$ cat src/rtl/assert_macros.svh
// Assertion macros shared by the execute block RTL.
`ifndef ASSERT_MACROS_SVH
`define ASSERT_MACROS_SVH

`ifndef ASSERT_OFF
`define MSIE_ASSERT(lbl, prop, msg) \
	lbl: assert property (@(posedge clk) disable iff (!arst_n) prop) else $error(msg);
`define MSIE_ASSERT_ALWAYS(lbl, prop, msg) \
	lbl: assert property (@(posedge clk) prop) else $error(msg);
`else
`define MSIE_ASSERT(lbl, prop, msg)
`define MSIE_ASSERT_ALWAYS(lbl, prop, msg)
`endif

`endif

$ cat src/rtl/msie_pkg.sv
// Package with constants, opcodes and shared types of the execute block.
package msie_pkg;

	localparam int XLEN          = 32;
	localparam int RF_DEPTH      = 32;
	localparam int RF_AW         = $clog2(RF_DEPTH);
	localparam int PROGRAM_DEPTH = 1024;
	localparam int PC_W          = $clog2(PROGRAM_DEPTH);
	localparam int PLEN_W        = 11;
	localparam int TGT_W         = ((PC_W > 16) ? PC_W : 16) + 2;

	localparam logic [5:0] OP_SPECIAL = 6'h00;
	localparam logic [5:0] OP_BEQ     = 6'h04;
	localparam logic [5:0] OP_BNE     = 6'h05;
	localparam logic [5:0] OP_ADDI    = 6'h08;
	localparam logic [5:0] OP_SLTI    = 6'h0A;
	localparam logic [5:0] OP_ANDI    = 6'h0C;
	localparam logic [5:0] OP_ORI     = 6'h0D;
	localparam logic [5:0] OP_LUI     = 6'h0F;
	localparam logic [5:0] OP_MUL     = 6'h1C;

	localparam logic [5:0] FN_SYSCALL = 6'h0C;
	localparam logic [5:0] FN_ADD     = 6'h20;
	localparam logic [5:0] FN_SUB     = 6'h22;
	localparam logic [5:0] FN_AND     = 6'h24;
	localparam logic [5:0] FN_OR      = 6'h25;
	localparam logic [5:0] FN_SLT     = 6'h2A;

	localparam logic [RF_AW-1:0] REG_ZERO = RF_AW'(0);
	localparam logic [RF_AW-1:0] REG_V0   = RF_AW'(2);
	localparam logic [RF_AW-1:0] REG_A0   = RF_AW'(4);

	localparam logic [XLEN-1:0] SYS_CODE_INT  = XLEN'(1);
	localparam logic [XLEN-1:0] SYS_CODE_CHAR = XLEN'(11);

	typedef struct packed {
		logic              en;
		logic [RF_AW-1:0]  addr;
		logic [XLEN-1:0]   data;
		logic              pin;
		logic [XLEN-1:0]   pin_code;
		logic [XLEN-1:0]   pin_val;
	} msie_wb_t;

	typedef struct packed {
		logic [PC_W-1:0]   next_pc;
		logic              sys_valid;
		logic [XLEN-1:0]   sys_code;
		logic [XLEN-1:0]   sys_value;
		logic              ended;
		logic              illegal;
	} msie_res_t;

endpackage

$ cat src/rtl/msie_ram.sv
// Generic single-write, single-read RAM with registered read data.
module msie_ram #(
	parameter int WIDTH = 32,
	parameter int DEPTH = 32
) (
	input  logic                     clk,
	input  logic                     we,
	input  logic [$clog2(DEPTH)-1:0] waddr,
	input  logic [WIDTH-1:0]         wdata,
	input  logic                     re,
	input  logic [$clog2(DEPTH)-1:0] raddr,
	output logic [WIDTH-1:0]         rdata
);

	logic [WIDTH-1:0] mem_q [DEPTH];

	always_ff @(posedge clk) begin
		if (we) begin
			mem_q[waddr] <= wdata;
		end
		if (re) begin
			rdata <= mem_q[raddr];
		end
	end

endmodule

$ cat src/rtl/msie_regfile.sv
// Register file with reset valid bits, write forwarding and pinned $2 and $4.
module msie_regfile (
	input  logic                          clk,
	input  logic                          arst_n,
	input  logic                          rd_en,
	input  logic [msie_pkg::RF_AW-1:0]    rs_addr,
	input  logic [msie_pkg::RF_AW-1:0]    rt_addr,
	input  logic                          commit,
	input  msie_pkg::msie_wb_t            wb,
	output logic [msie_pkg::XLEN-1:0]     rs_data,
	output logic [msie_pkg::XLEN-1:0]     rt_data,
	output logic [msie_pkg::XLEN-1:0]     v0_data,
	output logic [msie_pkg::XLEN-1:0]     a0_data
);
	import msie_pkg::*;

	logic [RF_DEPTH-1:0] vld_q;
	logic [RF_AW-1:0]    rs_s1;
	logic [RF_AW-1:0]    rt_s1;
	logic                fwd_rs_s1;
	logic                fwd_rt_s1;
	logic [XLEN-1:0]     fwd_data_s1;
	logic [XLEN-1:0]     ram_rs;
	logic [XLEN-1:0]     ram_rt;
	logic [XLEN-1:0]     v0_q;
	logic [XLEN-1:0]     a0_q;
	logic                wr_fire;

	function automatic logic [XLEN-1:0] pick(
		input logic [RF_AW-1:0] idx,
		input logic             fwd,
		input logic             valid,
		input logic [XLEN-1:0]  ram,
		input logic [XLEN-1:0]  fwd_data,
		input logic [XLEN-1:0]  v0,
		input logic [XLEN-1:0]  a0
	);
		logic [XLEN-1:0] val;
		case (idx)
			REG_ZERO: val = '0;
			REG_V0:   val = v0;
			REG_A0:   val = a0;
			default: begin
				if (fwd) begin
					val = fwd_data;
				end else if (valid) begin
					val = ram;
				end else begin
					val = '0;
				end
			end
		endcase
		return val;
	endfunction

	assign wr_fire = commit & wb.en;

	msie_ram #(.WIDTH(XLEN), .DEPTH(RF_DEPTH)) u_ram_rs (
		.clk   (clk),
		.we    (wr_fire),
		.waddr (wb.addr),
		.wdata (wb.data),
		.re    (rd_en),
		.raddr (rs_addr),
		.rdata (ram_rs)
	);

	msie_ram #(.WIDTH(XLEN), .DEPTH(RF_DEPTH)) u_ram_rt (
		.clk   (clk),
		.we    (wr_fire),
		.waddr (wb.addr),
		.wdata (wb.data),
		.re    (rd_en),
		.raddr (rt_addr),
		.rdata (ram_rt)
	);

	always_ff @(posedge clk or negedge arst_n) begin
		if (!arst_n) begin
			vld_q <= '0;
		end else if (wr_fire) begin
			vld_q[wb.addr] <= 1'b1;
		end
	end

	// A write that retires in the same cycle as the read is taken from the write port.
	always_ff @(posedge clk) begin
		if (rd_en) begin
			rs_s1       <= rs_addr;
			rt_s1       <= rt_addr;
			fwd_rs_s1   <= wr_fire && (wb.addr == rs_addr);
			fwd_rt_s1   <= wr_fire && (wb.addr == rt_addr);
			fwd_data_s1 <= wb.data;
		end
	end

	always_ff @(posedge clk or negedge arst_n) begin
		if (!arst_n) begin
			v0_q <= '0;
			a0_q <= '0;
		end else if (commit) begin
			if (wb.pin) begin
				v0_q <= wb.pin_code;
				a0_q <= wb.pin_val;
			end else begin
				if (wb.en && (wb.addr == REG_V0)) begin
					v0_q <= wb.data;
				end
				if (wb.en && (wb.addr == REG_A0)) begin
					a0_q <= wb.data;
				end
			end
		end
	end

	assign rs_data = pick(rs_s1, fwd_rs_s1, vld_q[rs_s1], ram_rs, fwd_data_s1, v0_q, a0_q);
	assign rt_data = pick(rt_s1, fwd_rt_s1, vld_q[rt_s1], ram_rt, fwd_data_s1, v0_q, a0_q);
	assign v0_data = v0_q;
	assign a0_data = a0_q;

endmodule

$ cat src/rtl/msie_exec.sv
// Decode and execute logic for one instruction word.
module msie_exec (
	input  logic [31:0]                   instr,
	input  logic [msie_pkg::PC_W-1:0]     pc,
	input  logic                          stopped,
	input  logic [msie_pkg::XLEN-1:0]     pinned_code,
	input  logic [msie_pkg::XLEN-1:0]     pinned_value,
	input  logic [msie_pkg::PLEN_W-1:0]   prog_len,
	input  logic [msie_pkg::XLEN-1:0]     rs_val,
	input  logic [msie_pkg::XLEN-1:0]     rt_val,
	input  logic [msie_pkg::XLEN-1:0]     v0_val,
	input  logic [msie_pkg::XLEN-1:0]     a0_val,
	output msie_pkg::msie_wb_t            wb,
	output logic                          stopped_next,
	output msie_pkg::msie_res_t           res
);
	import msie_pkg::*;

	logic [5:0]        op;
	logic [5:0]        fn;
	logic [RF_AW-1:0]  rt;
	logic [RF_AW-1:0]  rd;
	logic [15:0]       imm;
	logic [XLEN-1:0]   simm;
	logic [XLEN-1:0]   mul_res;
	logic              illegal;
	logic              is_sys;
	logic              taken;
	logic              wr_en;
	logic [RF_AW-1:0]  wr_addr;
	logic [XLEN-1:0]   wr_data;
	logic              emit;
	logic              stop_code;
	logic              neg;
	logic [TGT_W-1:0]  pc_ext;
	logic [TGT_W-1:0]  off_ext;
	logic [TGT_W-1:0]  tgt;
	logic [PC_W-1:0]   next_pc_c;

	assign op      = instr[31:26];
	assign fn      = instr[5:0];
	assign rt      = instr[20:16];
	assign rd      = instr[15:11];
	assign imm     = instr[15:0];
	assign simm    = {{(XLEN-16){imm[15]}}, imm};
	assign mul_res = rs_val * rt_val;

	always_comb begin
		illegal = 1'b0;
		is_sys  = 1'b0;
		taken   = 1'b0;
		wr_en   = 1'b0;
		wr_addr = rd;
		wr_data = '0;
		case (op)
			OP_SPECIAL: begin
				wr_en = 1'b1;
				case (fn)
					FN_SYSCALL: begin
						wr_en  = 1'b0;
						is_sys = 1'b1;
					end
					FN_ADD: wr_data = rs_val + rt_val;
					FN_SUB: wr_data = rs_val - rt_val;
					FN_AND: wr_data = rs_val & rt_val;
					FN_OR:  wr_data = rs_val | rt_val;
					FN_SLT: wr_data = XLEN'($signed(rs_val) < $signed(rt_val));
					default: begin
						wr_en   = 1'b0;
						illegal = 1'b1;
					end
				endcase
			end
			OP_MUL: begin
				wr_en   = 1'b1;
				wr_data = mul_res;
			end
			OP_BEQ, OP_BNE: begin
				taken = (op == OP_BEQ) == (rs_val == rt_val);
			end
			OP_ADDI: begin
				wr_en   = 1'b1;
				wr_addr = rt;
				wr_data = rs_val + simm;
			end
			OP_SLTI: begin
				wr_en   = 1'b1;
				wr_addr = rt;
				wr_data = XLEN'($signed(rs_val) < $signed(simm));
			end
			OP_ANDI: begin
				wr_en   = 1'b1;
				wr_addr = rt;
				wr_data = rs_val & simm;
			end
			OP_ORI: begin
				wr_en   = 1'b1;
				wr_addr = rt;
				wr_data = rs_val | simm;
			end
			OP_LUI: begin
				wr_en   = 1'b1;
				wr_addr = rt;
				wr_data = {imm, 16'h0000};
			end
			default: illegal = 1'b1;
		endcase
	end

	assign emit      = is_sys & ~stopped;
	assign stop_code = (v0_val != SYS_CODE_INT) && (v0_val != SYS_CODE_CHAR);

	assign pc_ext  = {{(TGT_W-PC_W){1'b0}}, pc};
	assign off_ext = {{(TGT_W-16){imm[15]}}, imm};
	assign tgt     = taken ? (pc_ext + off_ext) : (pc_ext + TGT_W'(1));
	assign neg     = tgt[TGT_W-1];

	assign stopped_next = stopped | (is_sys & stop_code) | neg;

	assign wb.en       = wr_en && (wr_addr != REG_ZERO);
	assign wb.addr     = wr_addr;
	assign wb.data     = wr_data;
	assign wb.pin      = stopped_next;
	assign wb.pin_code = emit ? v0_val : pinned_code;
	assign wb.pin_val  = emit ? a0_val : pinned_value;

	always_comb begin
		if (neg) begin
			next_pc_c = '0;
		end else if (tgt > TGT_W'(PROGRAM_DEPTH - 1)) begin
			next_pc_c = PC_W'(PROGRAM_DEPTH - 1);
		end else begin
			next_pc_c = tgt[PC_W-1:0];
		end
	end

	assign res.next_pc   = next_pc_c;
	assign res.sys_valid = emit;
	assign res.sys_code  = emit ? v0_val : '0;
	assign res.sys_value = emit ? a0_val : '0;
	assign res.ended     = neg || (tgt >= {{(TGT_W-PLEN_W){1'b0}}, prog_len});
	assign res.illegal   = illegal;

endmodule

$ cat src/rtl/mips_subset_instruction_execute.sv
// Top level of the MIPS integer subset executor.
// The input channel takes one 32-bit instruction word per transaction, fetched by the
// user at the program counter that the previous result reported in next_pc.
// The output channel returns one result per instruction: next_pc, the syscall
// event with $2 and $4, the ended flag and the illegal flag.
// The configuration channel writes program_length; it is always ready. The user must
// write it only while no instruction is in flight; the block does not enforce this.
// An accepted instruction reads its operands in the cycle of acceptance, executes
// in the next cycle and lands in the output register once that register can advance.
// Throughput is one instruction per cycle unless the receiver stalls; the register
// file read, the 32-bit multiply and the forwarded write back set that figure.
// When the receiver stalls, the output register holds its result and one more
// instruction waits in the execute stage; in_ready drops only when both are full.
// Reset clears the register file valid bits, the program counter, the stop state,
// the pinned syscall pair, program_length and both pipeline valids.
module mips_subset_instruction_execute (
	input  logic                              clk,
	input  logic                              arst_n,
	input  logic                              in_valid,
	output logic                              in_ready,
	input  logic [31:0]                       instruction_word,
	output logic                              out_valid,
	input  logic                              out_ready,
	output logic [msie_pkg::PC_W-1:0]         next_pc,
	output logic                              syscall_valid,
	output logic signed [31:0]                syscall_code,
	output logic signed [31:0]                syscall_value,
	output logic                              ended,
	output logic                              illegal,
	input  logic                              cfg_valid,
	output logic                              cfg_ready,
	input  logic [msie_pkg::PLEN_W-1:0]       cfg_data
);
	import msie_pkg::*;

	`include "assert_macros.svh"

	logic              in_fire;
	logic              out_adv;
	logic              s1_fire;
	logic              vld_s1;
	logic [31:0]       instr_s1;
	logic [PC_W-1:0]   pc_q;
	logic              stopped_q;
	logic [XLEN-1:0]   pinned_code_q;
	logic [XLEN-1:0]   pinned_value_q;
	logic [PLEN_W-1:0] prog_len_q;
	logic [XLEN-1:0]   rs_data;
	logic [XLEN-1:0]   rt_data;
	logic [XLEN-1:0]   v0_data;
	logic [XLEN-1:0]   a0_data;
	msie_wb_t          wb;
	logic              stopped_next;
	msie_res_t         res;
	msie_res_t         res_q;
	logic              out_vld_q;

	assign out_adv  = ~out_vld_q | out_ready;
	assign s1_fire  = vld_s1 & out_adv;
	assign in_ready = ~vld_s1 | out_adv;
	assign in_fire  = in_valid & in_ready;
	assign cfg_ready = 1'b1;

	always_ff @(posedge clk or negedge arst_n) begin
		if (!arst_n) begin
			prog_len_q <= '0;
		end else if (cfg_valid && cfg_ready) begin
			prog_len_q <= cfg_data;
		end
	end

	always_ff @(posedge clk or negedge arst_n) begin
		if (!arst_n) begin
			vld_s1 <= 1'b0;
		end else if (in_ready) begin
			vld_s1 <= in_valid;
		end
	end

	always_ff @(posedge clk) begin
		if (in_fire) begin
			instr_s1 <= instruction_word;
		end
	end

	msie_regfile u_regfile (
		.clk     (clk),
		.arst_n  (arst_n),
		.rd_en   (in_fire),
		.rs_addr (instruction_word[25:21]),
		.rt_addr (instruction_word[20:16]),
		.commit  (s1_fire),
		.wb      (wb),
		.rs_data (rs_data),
		.rt_data (rt_data),
		.v0_data (v0_data),
		.a0_data (a0_data)
	);

	msie_exec u_exec (
		.instr        (instr_s1),
		.pc           (pc_q),
		.stopped      (stopped_q),
		.pinned_code  (pinned_code_q),
		.pinned_value (pinned_value_q),
		.prog_len     (prog_len_q),
		.rs_val       (rs_data),
		.rt_val       (rt_data),
		.v0_val       (v0_data),
		.a0_val       (a0_data),
		.wb           (wb),
		.stopped_next (stopped_next),
		.res          (res)
	);

	always_ff @(posedge clk or negedge arst_n) begin
		if (!arst_n) begin
			pc_q           <= '0;
			stopped_q      <= 1'b0;
			pinned_code_q  <= '0;
			pinned_value_q <= '0;
		end else if (s1_fire) begin
			pc_q           <= res.next_pc;
			stopped_q      <= stopped_next;
			pinned_code_q  <= wb.pin_code;
			pinned_value_q <= wb.pin_val;
		end
	end

	always_ff @(posedge clk or negedge arst_n) begin
		if (!arst_n) begin
			out_vld_q <= 1'b0;
		end else if (out_adv) begin
			out_vld_q <= vld_s1;
		end
	end

	always_ff @(posedge clk) begin
		if (s1_fire) begin
			res_q <= res;
		end
	end

	assign out_valid     = out_vld_q;
	assign next_pc       = res_q.next_pc;
	assign syscall_valid = res_q.sys_valid;
	assign syscall_code  = $signed(res_q.sys_code);
	assign syscall_value = $signed(res_q.sys_value);
	assign ended         = res_q.ended;
	assign illegal       = res_q.illegal;

	`MSIE_ASSERT(a_exec_fills_out, s1_fire |=> out_vld_q, "Executed instruction did not reach the output register.")
	`MSIE_ASSERT(a_stall_holds_s1, (vld_s1 && !out_adv) |=> (vld_s1 && $stable(instr_s1)), "Execute stage lost its instruction during a stall.")
	`MSIE_ASSERT(a_sys_only_running, (s1_fire && res.sys_valid) |-> !stopped_q, "Syscall event reported after the block stopped.")
	`MSIE_ASSERT(a_pinned_pair, stopped_q |-> ((v0_data == pinned_code_q) && (a0_data == pinned_value_q)), "Registers $2 and $4 differ from the pinned pair after stop.")
	`MSIE_ASSERT_ALWAYS(a_reset_empty, !arst_n |=> (!vld_s1 && !out_vld_q && !stopped_q), "Pipeline or stop state not cleared by reset.")

endmodule
$ cat config.mk
export PLATFORM = sky130hd
export DESIGN_NAME = mips_subset_instruction_execute
export DESIGN_NICKNAME = d
export VERILOG_FILES = /design/src/rtl/msie_pkg.sv /design/src/rtl/msie_ram.sv /design/src/rtl/msie_regfile.sv /design/src/rtl/msie_exec.sv /design/src/rtl/mips_subset_instruction_execute.sv
export VERILOG_INCLUDE_DIRS = /design/src /design/src/rtl
export SDC_FILE = /design/constraint.sdc
export NUM_CORES = 2
export LEC_CHECK = 0
export BUFFER_PORTS_ARGS = -buffer_cell sky130_fd_sc_hd__buf_2
export CORE_MARGIN = 4
export CORE_UTILIZATION = 25
export DETAILED_ROUTE_END_ITERATION = 6
export HOLD_SLACK_MARGIN = 0.12
export PLACE_DENSITY = 0.39
export SETUP_SLACK_MARGIN = 0.1
export SLEW_MARGIN = 5
export SYNTH_ARGS = -nofsm -noshare
export SYNTH_HDL_FRONTEND = slang
export SYNTH_SLANG_ARGS = --single-unit
$ cat constraint.sdc
create_clock -name clk -period 9.8 [get_ports clk]
set_clock_uncertainty 0.2 [all_clocks]
set_input_delay 0 -clock clk [delete_from_list [all_inputs] [get_ports clk]]
set_output_delay 0 -clock clk [all_outputs]
set_load 0.02 [all_outputs]
# Word-level counts from Yosys, hierarchy flattened
# Memory sizes are Yosys's and may differ from the RTL's. A register that Yosys moved wholly into a read port is not among the register bits.
# Cells that the tools add are included.
[word_totals]
regBits = 337
input_bits = 48
memories = 2
ramBits = 2048
out_inout_bits = 80
[mem_list]
columns = ["memory", "words", "word_bits", "read_ports", "rd_clocked_by_memory_dff", "wr", "line", "source"]
rows = [
  ["u_regfile.u_ram_rs.mem_q", 32, 32, 1, 1, 1, "msie_ram.sv:15", "logic [WIDTH-1:0] mem_q [DEPTH];"],
  ["u_regfile.u_ram_rt.mem_q", 32, 32, 1, 1, 1, "msie_ram.sv:15", ""],
]
[op_classes]
n_reduce_logical = 22
add_sub_neg = 5
n_eq_ne = 26
mul = 1
magnitude_cmp = 8
bitwise = 17
muxes = 33
[ops]
columns = ["cell", "count"]
rows = [
  ["$mux 32", 10],
  ["$pmux 32 s7", 1],
  ["$pmux 32 s3", 2],
  ["$pmux 32 s5", 1],
  ["$or 32x32->32", 3],
  ["$add 32x32->32", 2],
  ["$and 32x32->32", 2],
  ["$eq 6x4->1 const B", 6],
  ["$eq 32x32->1", 1],
  ["$lt 32x16->1", 1],
  ["$lt 32x32->1", 1],
  ["$mul 32x32->32", 1],
  ["$ne 32x1->1 const B", 1],
  ["$ne 32x4->1 const B", 1],
  ["$sub 32x32->32", 1],
  ["$eq 6x6->1 const B", 5],
  ["$mux 10", 2],
  ["$ge 18x11->1", 1],
  ["$gt 18x10->1 const B", 1],
  ["$lt 5x6->1 const B", 3],
  ["$mux 18", 1],
  ["$add 11x16->17", 1],
  ["$eq 5x2->1 const B", 3],
  ["$eq 5x3->1 const B", 3],
  ["25 further kinds", 58],
]

# Longest topological paths before layout
[logic_depth]
word_depth = 12
depth_mapped = 41

# Modules after synthesis
# Synthesis repeated with hierarchy kept, for this count alone.
[hier_totals]
hier_cells = 8810
hier_area_um2 = 121442.7
[by_module_without_submodules]
columns = ["mod", "seq_area_each_um2", "cells_each", "area_per_inst_um2", "instances"]
rows = [
  ["msie_ram", 31710.4, 2260, 40805.4, 2],
  ["msie_exec", 0.0, 3282, 25709.7, 1],
  ["msie_regfile", 3723.6, 707, 7394.6, 1],
  ["mips_subset_instruction_execute", 5475.3, 301, 6727.7, 1],
]

# Least setup slack after synthesis
# Ideal clock, no wire load.
[synth_timing]
path_kind = "register to register"
from = "register, netlist name instr_s1[21]"
to = "register u_regfile.fwd_data_s1[25], data pin"
t_arrival_ns = 9.007
t_required_ns = 9.203
setup_slack_ns = 0.196
stages_incl_launch_ff = 38
setup_time_ns = 0.397
path_cell_list = "edfxtp_1 > buf_4 > mux4_2 > mux2_2 > nand3_1 > nand4_1 > and2_1 > buf_6 > buf_2 > a221o_1 > clkbuf_1 > clkinv_1 > buf_1 > nor2_1 > fa_1 > fa_1 > inv_1 > fa_1 > (+2 left out) > ha_1 > ha_1 > fa_1 > fa_1 > ha_1 > a21o_1 > a21oi_1 > nor2b_1 > o21ai_0 > a21boi_0 > a311o_1 > or2_2 > a41oi_1 > o21ai_0 > a31oi_1 > xnor2_1 > a21oi_1 > nand2_1"
[synth_rtl]
columns = ["element", "line", "source"]
rows = [
  ["end signal: assignment", "msie_regfile.sv:93", "fwd_data_s1 <= wb.data;"],
  ["end: declaration", "msie_regfile.sv:22", "logic [XLEN-1:0] fwd_data_s1;"],
]

==> key figures <==
Finish
  • Net count, final: 7,645
  • Fillers: 34,410
  • Seq. cell area: 0.04157 mm^2
  • Max FFs per register: 1,024
  • Area of the multi-input gates: 0.04248 mm^2
  • Area Growth Syn to Fin: 21.22%
  • Layout cells sized above 1: 29.19%
  • Largest Register: u_regfile.u_ram_rt.mem_q

Critical path
  • Critical Path Fanout Max: 34
  • R2r endpoint: u_regfile.u_ram_rt.mem_q[1][31]$_DFFE_PP_
  • CP startpoint kind: register
  • Critical path endpoint category: register
  • CP Class: register to register
  • Worst EP arrival: 10.21 ns
  • Crit path largest cell delay: 0.73 ns
  • Worst path required time: 10.13 ns
  • Reg2reg path depth: 35
  • R2R setup slack: -0.08 ns
  • Slowest-stage cell, CP: a222oi_1
  • Most used cell, CP: fa_1
  • FF-to-FF Start: instr_s1[21]$_DFFE_PP_

Min path
  • Hold Crit Class: primary input to register
  • Critical hold path startpoint: instruction_word[25]
  • Hold depth: 3
  • Worst Hold Path EP: u_regfile.u_ram_rs.rdata[18]$_DFFE_PP_

Logic synthesis
  • Simple-gate share of the synthesized area: 6.148%
  • Post-synth top area cell: edfxtp_1
  • Post-Synth Adder-Cell Area: 14.38%
  • Yosys cell types: 92
  • Sequential element share of the synthesized area: 47.97%
  • Syn avg cell area: 14.13 um^2
  • Synth top area cells: edfxtp_1 43%, mux4_2 17%, fa_1 9.5%
  • Yosys top cell area share: 42.65%
  • Post-synthesis cell area: 0.08666 mm^2
  • Number of synthesized flops with an enable pin: 1,231
  • Ys async rst share: 13.00%
  • Mapped Cells: 6,133
  • #FFs+latches synth: 1,415
  • Main synth FF type: edfxtp_1
  • XOR/XNOR share of the synthesized area: 1.663%
  • Synth Area in Compound Gates: 6.572%
  • Count leader, synth: edfxtp_1
  • Main combinational cell family by area after synthesis: multiplexers
  • Multiplexer area fraction after synthesis: 19.03%
  • Post-synth top cells: 1,231 x edfxtp_1, 647 x mux4_2, 543 x nor2_1
  • Synth Warn #: 0

Timing
  • Final min period: 9.879 ns
  • Tcrit/Tclk final: 100.8%
  • Final setup vio count: 42
  • Actual slew at the worst max-slew pin: 1.273 ns
  • Final Hold Vio Count: 0
  • Max Slew Vio Count: 0
  • TNS Setup: -1.966 ns
  • RSZ-0062 raised after global routing: yes
  • Fmax achieved: 101.2 MHz
  • Setup ws final: -0.07940 ns
  • Slew HR: 14.74%

Power
  • Seq pwr share: 33.8%
  • Sw frac: 34.76%
  • Comb pwr share: 36.1%
  • Sw power: 7.155 mW
  • Peak supply drop: 0.2709 mV
  • Cell-internal power: 13.43 mW
  • Leak Pwr: 39.39 nW
  • PwrDens: 195.9 mW/mm^2
  • Clk pwr share: 30.1%

Global routing
  • Largest net degree at the start of global routing: 116
  • GR met2 Demand/Resource: 33.74%
  • Gr ovfl total: 0
  • GRT Util Overall: 20.07%
  • Grt met3 use: 2.519%
  • First-pass GRT wire length: 501,900 um
  • GRT met1 Usage: 27.04%
  • Vias in the first global route: 60,520
  • Antenna violations before repair: 33
  • GR peak layer: met2

Clocking
  • Clk Latency, worst-skew pair: 0.87 ns
  • CTS tree: done
  • Clk sinks: 1,415
  • Root buffer cell: clkbuf_16
  • H-tree depth: 4
  • Clk buf depth: 4
  • Clock-pin slew on the worst setup and hold paths: 0.06 ns
  • Num CTS Buffers: 168

Route
  • Avg WL per Cell: 31.55 um
  • DRT iter0 DRCs: 5,617
  • Vias: 58,070
  • Via density: 5.027
  • Pre-antenna DRT Iters: 7
  • Final wirelength: 364,400 um
  • Final ANT Viol Nets: 0
  • DRC: 7

Status
  • Outcome: finished with violations
  • Failing checks: design-rule violations, negative setup slack

Placed design
  • Detailed Place HPWL: 250,600 um
  • I/O Buffers: 126
  • Final Wtd Congestion: 0.9448
  • Pre-CTS setup slack: -0.9772 ns

Floorplan
  • Die height: 596.8 um
  • Die X: 596.8 um
  • Die area: 0.3561 mm^2
  • Initial core utilization: 25.19%
  • # rows: 215
  • Core region area: 0.3441 mm^2
  • IO Pins: 128

Flow run
  • Maxcap violations: 0
-- critical path, delay by kind of cell (launching register included) --
kind	cells	cell delay, ns
flops	1	0.42
xor+xnor	9	1.81
simple gates	5	0.86
buf+inv	11	1.44
compound gates	2	0.85
fa+ha+maj	8	3.98
-- final cells by class --
| type | count | share of cell area, % |
|---|---|---|
| tap | 4557 | 5.428 |
| multi-input combinational | 3813 | 40.44 |
| clock buffer | 215 | 4.250 |
| timing repair buffer | 879 | 7.389 |
| antenna | 13 | 0.03097 |
| inverter | 571 | 2.089 |
| sequential | 1415 | 39.57 |
| clock inverter | 88 | 0.8063 |
-- power groups by stage --
stage / Sequential, mW / Clock, mW / Combinational, mW
4_1_cts: 6.97 / 6.39 / 7.33
3_5_place_dp: 7.09 / 0 / 6.90
2_1_floorplan: 7.01 / 0 / 3.37
5_1_grt: 6.97 / 6.63 / 7.93
6_report: 6.97 / 6.19 / 7.43
3_3_place_gp: 7.09 / 0 / 6.92
-- how the worst max path moves through the flow --
| stage | start | end | slack [ns] | cells past startpoint |
|---|---|---|---|---|
| detailed placement | instr_s1[22]$_DFFE_PP_ | u_regfile.u_ram_rt.mem_q[1][31]$_DFFE_PP_ | -0.98 | 36 |
| finish | instr_s1[21]$_DFFE_PP_ | u_regfile.u_ram_rt.mem_q[1][31]$_DFFE_PP_ | -0.08 | 35 |
| floorplan | instr_s1[21]$_DFFE_PP_ | u_regfile.fwd_data_s1[25]$_DFFE_PP_ | 0.20 | 37 |
| global route | instr_s1[17]$_DFFE_PP_ | u_regfile.u_ram_rt.mem_q[12][31]$_DFFE_PP_ | -0.42 | 40 |
| global placement | instr_s1[22]$_DFFE_PP_ | u_regfile.u_ram_rt.mem_q[22][31]$_DFFE_PP_ | -0.99 | 36 |
| CTS | instr_s1[17]$_DFFE_PP_ | u_regfile.u_ram_rt.mem_q[1][31]$_DFFE_PP_ | -0.09 | 38 |
-- logic make-up after synthesis --
logic type,after synthesis
AOI/OAI and AO/OA,844
DFF,1415
muxes,822
buffers and inverters,937
other,2
xor gates and xnor gates,158
adders and majority gates,749
and+or+nand+nor,1206
-- through the flow --
stage | cell area, um^2 | cells | util (%) | total power, mW | hold WS, ns
floorplan | 86780 | 6164 | - | 10.38 | -0.4956
finish | 105100 | 11550 | 30.53 | 20.58 | 0.1892
CTS | 104700 | 11530 | 30.44 | 20.68 | 0.1224
global route | 105000 | 11540 | 30.53 | 21.54 | 0.1637
detailed placement | 97750 | 11100 | 28.41 | 13.98 | -0.1377
global placement | 97750 | 11100 | 28.41 | 14.01 | -0.1325
-- layout by cell type, fill, tap and decap left out, types with 33 or more instances in the layout --
cell type and instances:
a211oi_1 34, a21o_1 43, a21oi_1 219, a221o_1 36
a22o_1 39, and2_1 69, buf_12 81, buf_2 117
buf_4 546, clkbuf_1 42, clkbuf_16 174, clkinv_1 34
conb_1 33, dfrtp_1 184, dlygate4sd3_1 111, edfxtp_1 1231
fa_1 398, ha_1 328, inv_1 519, mux2_2 135
mux2i_1 38, mux4_2 647, nand2_1 331, nand2b_1 34
nor2_1 502, nor2_4 36, o21ai_0 159, or2_2 39
xnor2_1 111, xor2_1 34
-- layer usage --
| layer | vias up | share of wire [%] |
|---|---|---|
| li1 | 24330 | - |
| met1 | 31370 | 43 |
| met2 | 1945 | 48 |
| met3 | 423 | 5.5 |
| met4 | 2 | 3.3 |
| met5 | - | 0.0036 |
-- what timing repair did --
item	CTS	global route
gates cloned	1	3
setup endpoints to repair	488	526
hold buffers	112	0
buffers inserted	14	3
gates resized for setup	97	45
pin swaps	38	13
hold endpoints to repair	286	0
(Power assumes the default switching activity.)
